==> config.mk <==
export PLATFORM = sky130hd
export DESIGN_NAME = dss_mul
export DESIGN_NICKNAME = d
export VERILOG_FILES = /design/src/dss_pkg.sv /design/src/dss_mul.sv
export SDC_FILE = /design/constraint.sdc
export NUM_CORES = 2
export LEC_CHECK = 0
export CORE_ASPECT_RATIO = 1.2
export CORE_MARGIN = 2
export CORE_UTILIZATION = 50
export CTS_CLUSTER_SIZE = 16
export DETAILED_ROUTE_END_ITERATION = 10
export DONT_BUFFER_PORTS = 1
export PLACE_DENSITY = 0.72
export SYNTH_ARGS = -nofsm -noshare
export SYNTH_HDL_FRONTEND = slang
export SYNTH_SLANG_ARGS = --single-unit
==> constraint.sdc <==
create_clock -name clk -period 9.39 [get_ports clk]
set_input_delay 1.878 -clock clk [delete_from_list [all_inputs] [get_ports clk]]
set_output_delay 1.878 -clock clk [all_outputs]
set_load 0.05 [all_outputs]
==> src/dss_pkg.sv <==
`timescale 1ns / 1ps
package dss_pkg;
	localparam int COLOR_FRAC_BITS_DEF = 15;
	localparam int LDIR_W = 24;
	localparam int NORM_W = 16;
	localparam int LANE_W = 16;
	localparam int RGB_W = 48;
	localparam int COLOR_W = 16;
	localparam int MUL_W = 32;
	localparam int L2_W = 48;
	localparam int N2_W = 32;
	localparam int DT_W = 42;
	localparam int LEN_L_W = 24;
	localparam int LEN_N_W = 17;
	localparam int DEN_W = 42;
	localparam int X_W = 64;
	localparam int Q_W = 48;
	localparam int R_W = 70;
	localparam int ACC_W = 32;
	localparam int SQRT_STEPS = 24;

	typedef enum logic [1:0] {
		IT_SQRT = 2'b01,
		IT_DIV  = 2'b10
	} iter_mode_t;

	typedef struct packed {
		logic       start;
		iter_mode_t mode;
	} iter_req_t;
endpackage

==> src/dss_mul.sv <==
`timescale 1ns / 1ps
module dss_mul import dss_pkg::*; (
	input  logic               clk,
	input  logic [MUL_W-1:0]   a,
	input  logic [MUL_W-1:0]   b,
	output logic [2*MUL_W-1:0] p
);
	logic [2*MUL_W-1:0] p_q;

	always_ff @(posedge clk) begin
		p_q <= (2*MUL_W)'(a) * (2*MUL_W)'(b);
	end

	assign p = p_q;
endmodule

# After elaboration in Yosys (flattened, before gate mapping)
# Index checks and enable logic that the tools add are counted.
[op_classes]
mul = 1
[ops]
columns = ["op", "count"]
rows = [
  ["multiplier 32 x 32 -> 64 bit", 1],
]
[totals]
ff_bits = 64
inputBits = 65
out_inout_bits = 64

# Depth between registers and ports, before layout
[depth]
ltp_word = 1
depth_mapped = 29
ltp_nobuf = 27

# Worst setup path after synthesis
# No wires, ideal clock.
[synth_timing]
kind = "input to register"
startpoint = "input port a[25]"
endpoint = "register p_q[62], in the netlist p[62]"
n_path_buf = 2
cell_stages = 25
setup_ns = 0.072
slack_ns = 0.759
arrival_ns = 8.559
cell_sequence = "clkbuf_1 -> nand2_1 -> fa_1 -> inv_1 -> fa_1 -> inv_1 -> fa_1 -> inv_1 -> fa_1 -> fa_1 -> fa_1 -> fa_1 -> inv_1 -> fa_1 -> inv_1 -> ha_1 -> buf_2 -> nand4_1 -> or4_1 -> or3_1 -> a31oi_1 -> a31o_2 -> a211oi_1 -> o21ai_1 -> xor2_1"
[synth_via]
elab_chain_len = 1
[synth_lines]
columns = ["element", "line", "rtl"]
rows = [
  ["from (decl)", "dss_mul.sv:4", "input logic [MUL_W-1:0] a,"],
  ["multiplier 32 x 32 -> 64 bit", "dss_mul.sv:11", "p_q <= (2*MUL_W)'(a) * (2*MUL_W)'(b);"],
  ["to (signal assigned)", "dss_mul.sv:11", ""],
  ["to (decl)", "dss_mul.sv:8", "logic [2*MUL_W-1:0] p_q;"],
]
# Every way passes these cells.

# Worst setup path after layout
[layout_timing]
startpoint = "input port a[17]"
endpoint = "register p_q[62], in the netlist p[62]"
# The elaborated chain is that of the path after synthesis.

==> impl_metrics.json <==
{
  "status": "complete, no violations",
  "synth_top_area_cell": "fa_1",
  "place_hpwl_mm": 74.2,
  "avgRoutedWirePerCell_um": 20.6,
  "clockBufferDepth": 2,
  "synth_top_area_share_pct": 51.7,
  "port_buffers": 0,
  "cp-startpoint": "a[17]",
  "ys_ff_latch": 64,
  "syn_nets": 4972,
  "yosys-mux-area-fraction_pct": 0.0289,
  "cts_hold_buf": 0,
  "cpMostUsedCell": "fa_1",
  "path_cells": "and2_1 > fa_1 > inv_1 > fa_1 > fa_1 > fa_1 > inv_1 > fa_1 > fa_1 > fa_1 > inv_1 > fa_1 > inv_1 > ha_1 > nand4_1 > or4_1 > or3_1 > a31oi_1 > a31o_2 > a211oi_1 > o21ai_1 > xor2_1",
  "syn-cell-area_um2": 34700,
  "max_stage_delay_ns": 0.56,
  "grt_setup_unrepaired": "no",
  "finalCritPeriodShare_pct": 93.8,
  "drtAntennaViolNets": 0,
  "min_from": "b[0]",
  "via_count": 24361,
  "grt_pass1_vias": 27780,
  "fin_cells": 4455,
  "synth_ff_type": "dfxtp_1",
  "holdWs_ns": 1.65,
  "synth.distinct_cells": 57,
  "gp_congestion": 0.919,
  "synth_top_family_by_area": "adder cells",
  "synthCells": 3748,
  "min_path_type": "in2reg",
  "synth_area_leaders": "fa_1 52%, and2_1 11%, ha_1 9.5%, inv_1 9.4%, nand2_1 5.2%",
  "hold_viol": 0,
  "fin_nets": 4765,
  "synthSimpleGateAreaFrac_pct": 17.6,
  "ys_warn_count": 0,
  "synth_compound_area_share_pct": 4.15,
  "dieWidth_um": 244,
  "synthAdderAreaFrac_pct": 61.2,
  "crit_cells": 22,
  "cp_slowest_cell": "fa_1",
  "largest_reg_flops": 64,
  "start_kind": "input port",
  "cts_sinks": 64,
  "placedCellCount": 4439,
  "cts_tree": "done",
  "drv_slew": 0,
  "yosysSeqAreaShare_pct": 3.69,
  "crit_required_ns": 9.67,
  "dieArea_um2": 71500,
  "cts_root_buf": "clkbuf_16",
  "endpoint_kind": "flop",
  "seqCellArea_um2": 1280,
  "clkTransAtPathRegs_ns": 0.06,
  "synth_xor_area_share_pct": 1.52,
  "drt_iter0_drc": 1312,
  "final.setup.tns_ns": 0,
  "synth_most_common_cell": "fa_1",
  "worstMarginPinSlew_ns": 0.773,
  "grt_use_total_pct": 27.0,
  "cp_top_family": "adder cells",
  "setup_viol": 0,
  "drive_above_1_share_pct": 0.959,
  "core_um2": 68400,
  "htree_levels": 3,
  "crit_arrival_ns": 9.08,
  "multiInputGateArea_um2": 29300,
  "path_class": "in2reg",
  "start_util_pct": 50.7,
  "cts_setup_buffers": 0,
  "synth_common_cells": "896 x fa_1, 865 x inv_1, 602 x and2_1",
  "drv_cap": 0,
  "drc_errors": 0,
  "maxSlewHeadroom_pct": 48.1,
  "grt_pass1_wl_mm": 148,
  "wl_mm": 91.7,
  "antenna_found_initial": 0,
  "synth.avg_cell_area_um2": 9.25,
  "whs_path_depth": 1,
  "synth_edf_count": 0,
  "crit_path_max_fanout": 32,
  "overflow": 0,
  "min_period_ns": 8.81,
  "die_h_um": 292,
  "area_growth_pct": 1.78,
  "std_cell_rows": 105,
  "diodes": 0,
  "clock.fmax_ghz": 0.114,
  "boundaryPins": 129,
  "ctsResizeCount": 0,
  "async_flop_share_pct": 0,
  "drt-vias-per-instance": 5.47,
  "drt_pass1_iterations": 6,
  "grt_max_degree": 33,
  "cts_buffers": 9,
  "n_fill_cell": 6206,
  "critPathBufInv": 4
}
-- per-layer routing --
metal,share of wire [%],vias up,global-route usage [%]
met1,33,12747,28.4
li1,-,10417,-
met4,7.4,0,16.9
met2,54,873,50.4
met5,0,-,0
met3,5.2,324,3.59
-- cell usage in the layout (no fill, tap or decap), types with 12 or more instances in the layout --
cell / Yosys / final
a31oi_1: 12 / 12
dfxtp_1: 64 / 64
and3_1: 14 / 14
nand4_1: 23 / 23
nand2_1: 480 / 480
a21o_1: 40 / 40
fa_1: 896 / 896
a21oi_1: 63 / 63
and2_1: 602 / 602
o21ai_0: 21 / 21
xnor2_1: 35 / 35
ha_1: 263 / 263
nor2_1: 20 / 20
xor2_1: 25 / 25
inv_1: 865 / 865
-- metrics by stage --
step	utilization, %	cell area, µm²	setup WS [ns]
final	51.6	35300	0.584
after global routing	51.6	35300	0.320
after CTS	51.6	35300	0.674
after detailed placement	51.1	35000	0.335
after global placement	51.1	35000	0.393
after floorplan	-	34700	0.759
-- cells by family after synthesis --
family / count (synthesis)
and+or+nand+nor: 1177
DFF: 64
buffers and inverters: 1085
muxes: 1
adders and majority gates: 1159
AOI/OAI and AO/OA: 202
xor gates and xnor gates: 60
-- final cells by class --
type	instances	area share (%)
Sequential cell	64	3.63
Inverter	865	9.20
Clock inverter	5	0.160
Timing Repair Buffer	2	0.0425
Multi-Input combinational cell	2599	83.1
Tap cell	909	3.22
Clock buffer	11	0.688
-- final timing paths --
check | endpoint | slack, ns
worst max-delay path | p[62] | 0.58
worst min-delay path | p[0] | 1.65
Power is not shown: default switching activity piles up to over one toggle a cycle in this logic, so the estimate is an artifact.
